[src/rtl/core/skvt_pkg.sv]
`timescale 1ns / 1ps
`default_nettype none
// ----------------------------------------------------------------------------
// skvt_pkg
// Shared types and constants of the sorted key/value table.
// ----------------------------------------------------------------------------
package skvt_pkg;

  localparam int unsigned DefCapacity = 64;
  localparam int unsigned KeyW        = 32;
  localparam int unsigned ValW        = 32;

  typedef enum logic [1:0] {
    CMD_GET     = 2'd0,
    CMD_SET     = 2'd1,
    CMD_GET_INS = 2'd2,
    CMD_SET_ALL = 2'd3
  } cmd_e;

  // broadcast from the controller to every cell
  typedef struct packed {
    logic                   cmp;
    logic                   ins;
    logic                   upd;
    logic                   all;
    logic signed [KeyW-1:0] key;
    logic [ValW-1:0]        value;
  } cell_ctrl_t;

endpackage
`default_nettype wire

[src/rtl/core/skvt_cell.sv]
`timescale 1ns / 1ps
`default_nettype none
// ----------------------------------------------------------------------------
// skvt_cell
// One table entry: compares its key against the request and shifts right
// from its left neighbor on a sorted insert.
// ----------------------------------------------------------------------------
module skvt_cell (
  input  logic                                  clk_i,
  input  skvt_pkg::cell_ctrl_t                  ctrl_i,
  input  logic                                  occ_i,
  input  logic                                  left_lt_i,
  input  logic signed [skvt_pkg::KeyW-1:0]      left_key_i,
  input  logic [skvt_pkg::ValW-1:0]             left_value_i,
  output logic                                  lt_o,
  output logic                                  eq_o,
  output logic signed [skvt_pkg::KeyW-1:0]      key_o,
  output logic [skvt_pkg::ValW-1:0]             value_o,
  output logic [skvt_pkg::ValW-1:0]             hit_value_o
);
  import skvt_pkg::*;

  logic signed [KeyW-1:0] key_q;
  logic [ValW-1:0]        value_q;
  logic                   lt_q;
  logic                   eq_q;

  // compare phase
  always_ff @(posedge clk_i) begin
    if (ctrl_i.cmp) begin
      lt_q <= occ_i && (key_q < ctrl_i.key);
      eq_q <= occ_i && (key_q == ctrl_i.key);
    end
  end

  // update phase
  always_ff @(posedge clk_i) begin
    if (ctrl_i.ins) begin
      if (!lt_q) begin
        if (left_lt_i) begin
          key_q   <= ctrl_i.key;
          value_q <= ctrl_i.value;
        end else begin
          key_q   <= left_key_i;
          value_q <= left_value_i;
        end
      end
    end else if (ctrl_i.all || (ctrl_i.upd && eq_q)) begin
      value_q <= ctrl_i.value;
    end
  end

  assign lt_o        = lt_q;
  assign eq_o        = eq_q;
  assign key_o       = key_q;
  assign value_o     = value_q;
  assign hit_value_o = eq_q ? value_q : '0;

endmodule
`default_nettype wire

[config.mk]
export PLATFORM = sky130hd
export DESIGN_NAME = skvt_cell
export DESIGN_NICKNAME = d
export VERILOG_FILES = /design/src/rtl/core/skvt_pkg.sv /design/src/rtl/core/skvt_cell.sv
export SDC_FILE = /design/constraint.sdc
export NUM_CORES = 1
export LEC_CHECK = 0
export BUFFER_PORTS_ARGS = -buffer_cell sky130_fd_sc_hd__buf_2
export CORE_MARGIN = 2
export CORE_UTILIZATION = 47
export CTS_BUF_LIST = sky130_fd_sc_hd__clkbuf_8 sky130_fd_sc_hd__clkbuf_16
export CTS_CLUSTER_DIAMETER = 50
export CTS_CLUSTER_SIZE = 8
export DETAILED_ROUTE_END_ITERATION = 10
export GPL_TIMING_DRIVEN = 0
export PLACE_DENSITY = 0.86
export SLEW_MARGIN = 25
export SYNTH_ARGS = -nofsm -noshare
export SYNTH_HDL_FRONTEND = slang
export SYNTH_SLANG_ARGS = --single-unit
export TNS_END_PERCENT = 20
[constraint.sdc]
create_clock -name clk_i -period 12 [get_ports clk_i]
set_clock_uncertainty 0.15 [all_clocks]
set_input_delay 2.4 -clock clk_i [delete_from_list [all_inputs] [get_ports clk_i]]
set_output_delay 2.4 -clock clk_i [all_outputs]
set_load 0.02 [all_outputs]
==> flow_metrics.env <==
export IMPL_worstPathArrival_ps=1540
export IMPL_utilization_pct=68.9
export IMPL_relSlewSlack_pct=63.4
export IMPL_dp_hpwl_mm=8.19
export IMPL_num_rows=32
export IMPL_path_max_fanout=10
export IMPL_synth_seq_area_share_pct=52.0
export IMPL_max_clock_freq_ghz=0.245
export IMPL_worstPathRequired_ps=9450
export IMPL_grt_max_degree=26
export IMPL_cts_buffers=9
export IMPL_diodes=0
export IMPL_multi_input_area_um2=1670
export IMPL_fin_area_um2=5380
export IMPL_gp_congestion=0.783
export IMPL_irDropWorstVdd_v=0.0000701
export IMPL_synth_area_um2=3810
export IMPL_area_growth_pct=41.1
export IMPL_rsz0062_at_grt="no"
export IMPL_post_drt_wl_per_cell_um=15.5
export IMPL_power_mw=0.631
export IMPL_p_leak_nw=2.63
export IMPL_hold_viol=0
export IMPL_clock_sinks=66
export IMPL_place_area_um2=5160
export IMPL_drt_antenna_violating_nets=0
export IMPL_gr_usage_all_layers_pct=22.4
export IMPL_cp_cell_sequence="clkbuf_1 -> and2_1 -> buf_2"
export IMPL_antenna_found_initial=0
export IMPL_cts_tree="yes"
export IMPL_dieArea_um2=8850
export IMPL_dpl_worst_slack_ps=7710
export IMPL_worst_pin_slew_ps=545
export IMPL_htreeDepth=3
export IMPL_via_per_inst=4.86
export IMPL_finalSetupViolations=0
export IMPL_met1_length_mm=3.82
export IMPL_ctsHoldBuffers=0
export IMPL_cts_root_buf="clkbuf_8"
export IMPL_drt_iter0_markers=77
export IMPL_fin_setup_tns_ps=0
export IMPL_route_met3_wl_um=582
export IMPL_grt_pass1_vias=3335
export IMPL_wirelength_mm=10.0
export IMPL_yosys_warnings=0
export IMPL_die_x_um=94.1
export IMPL_path_buf_inv=2
export IMPL_highest_layer="met4"
export IMPL_crit_type="reg2out"
export IMPL_synth_avg_cell_area_um2=12.9
export IMPL_final_cell_mix="buf_2 (238), edfxtp_1 (66), mux2_2 (62), inv_1 (34)"
export IMPL_vias=3138
export IMPL_cts_setup_buffers=0
export IMPL_period_share_pct=34.1
export IMPL_io_pins=233
export IMPL_cpMaxStageDelayCell="edfxtp_1"
export IMPL_layout_commonest_cell="buf_2"
export IMPL_critPathMaxStageDelay_ps=520
export IMPL_grt_pass1_wl_mm=15.2
export IMPL_min_path_type="reg2reg"
export IMPL_hold_worst_slack_ps=522
export IMPL_dr_wl_met2_mm=5.43
export IMPL_finalNetCount=706
export IMPL_finalCriticalPeriod_ps=4090
export IMPL_fillers=609
export IMPL_p_per_area_nw_per_um2=117
export IMPL_seqCellArea_um2=1980
export IMPL_path_clk_slew_ps=70
export IMPL_drv_slew=0
export IMPL_maxCapViolCount=0
export IMPL_synth_distinct_cells=29
export IMPL_firstDrtPassIters=4
export IMPL_clockBufferDepth=2
export IMPL_die_h_um=94.1
export IMPL_drive_gt1_share_pct=59.7
export IMPL_status="finished, final reports clean"
export IMPL_clk_latency_ps=330
export IMPL_core_area_um2=7810
export IMPL_synth_cells=295
export IMPL_cpLargestDelayFamily="flip-flops"
export IMPL_cp_start_kind="flip-flop"
export IMPL_fin_ws_ps=7910
export IMPL_crit_path_end_kind="output pin"
export IMPL_cts_resized=0
export IMPL_grt_ovfl_total=0
export IMPL_syn_nets=462
export IMPL_final_cells=646
export IMPL_start_util_pct=48.8
export IMPL_dp_cells=630
export IMPL_port_buffers=231
export IMPL_drc_errors=0
export IMPL_ys_ff_latch=66
==> where the power goes <==
part	switching (mW)	internal (mW)
Clock	0.0888	0.117
Sequential	0.00869	0.277
Combinational	0.0768	0.0635
==> path summary, 6_finish.rpt <==
kind,from,end,slack [ps],cells past startpoint
max,eq_o$_DFFE_PP_,hit_value_o[18],7910,3
min,lt_o$_DFFE_PP_,key_o[4]$_DFFE_PP_,520,1
max reg2reg,key_o[27]$_DFFE_PP_,lt_o$_DFFE_PP_,9820,6
min reg2reg,lt_o$_DFFE_PP_,key_o[4]$_DFFE_PP_,520,1
==> cell families (layout without fill, tap and decap cells) <==
logic type,count (synthesis),after routing,synth area share [%]
AOI/OAI and AO/OA,29,29,4.46
adders and majority gates,32,32,10.5
and+or+nand+nor,58,58,9.22
buffers and inverters,45,294,4.69
muxes,65,65,19.2
DFF,66,66,52.0
==> state kept, by name (all words and copies together) (netlist names) <==
name,flops
eq_o,1
key_o,32
lt_o,1
value_o,32
==> worst reg2reg max path: cells and delay by family (launching register included) <==
family	cells	cell delay (ps)
multiplexers	1	210
flip-flops	1	390
AND/OR/NAND/NOR	3	770
adder cells (fa/ha/maj)	1	330
AO/OA/AOI/OAI	1	170
==> final cells by class <==
| class | count | area share [%] |
|---|---|---|
| Buffer | 11 | 0.953 |
| Clock buffer | 9 | 2.30 |
| Clock inverter | 7 | 1.74 |
| Inverter | 34 | 2.37 |
| Multi-Input combinational cell | 184 | 31.1 |
| Sequential cell | 66 | 36.8 |
| Tap cell | 102 | 2.37 |
| Timing Repair Buffer | 233 | 22.4 |
==> routing by layer <==
metal	vias to the layer above	track usage (%)
met5	-	0
met4	0	9.66
met3	16	4.74
met2	114	41.3
met1	1452	24.5
li1	1556	-
==> Yosys cell counts <==
cell type	number	area share, %
o21ai_0	5	0.66
nand2b_1	2	0.33
nor4_2	1	0.33
clkbuf_1	3	0.30
nand2_1	8	0.79
nand4_2	1	0.33
nand3_1	2	0.26
o21a_1	2	0.39
buf_2	7	0.92
a21o_1	2	0.39
clkbuf_2	1	0.13
and2_1	32	5.2
mux2_2	62	18
o21bai_1	1	0.20
edfxtp_1	66	52
nor4_1	1	0.16
nor2_1	2	0.20
a2111oi_2	1	0.39
nand3b_1	1	0.20
nor3_1	1	0.13
a22oi_1	1	0.20
inv_1	34	3.3
ha_1	32	10
nand4_1	5	0.82
nand3_2	1	0.26
mux2i_1	1	0.26
a21oi_1	17	2.2
mux2_1	2	0.59
nor2b_1	1	0.16
(Power assumes the default switching activity.)
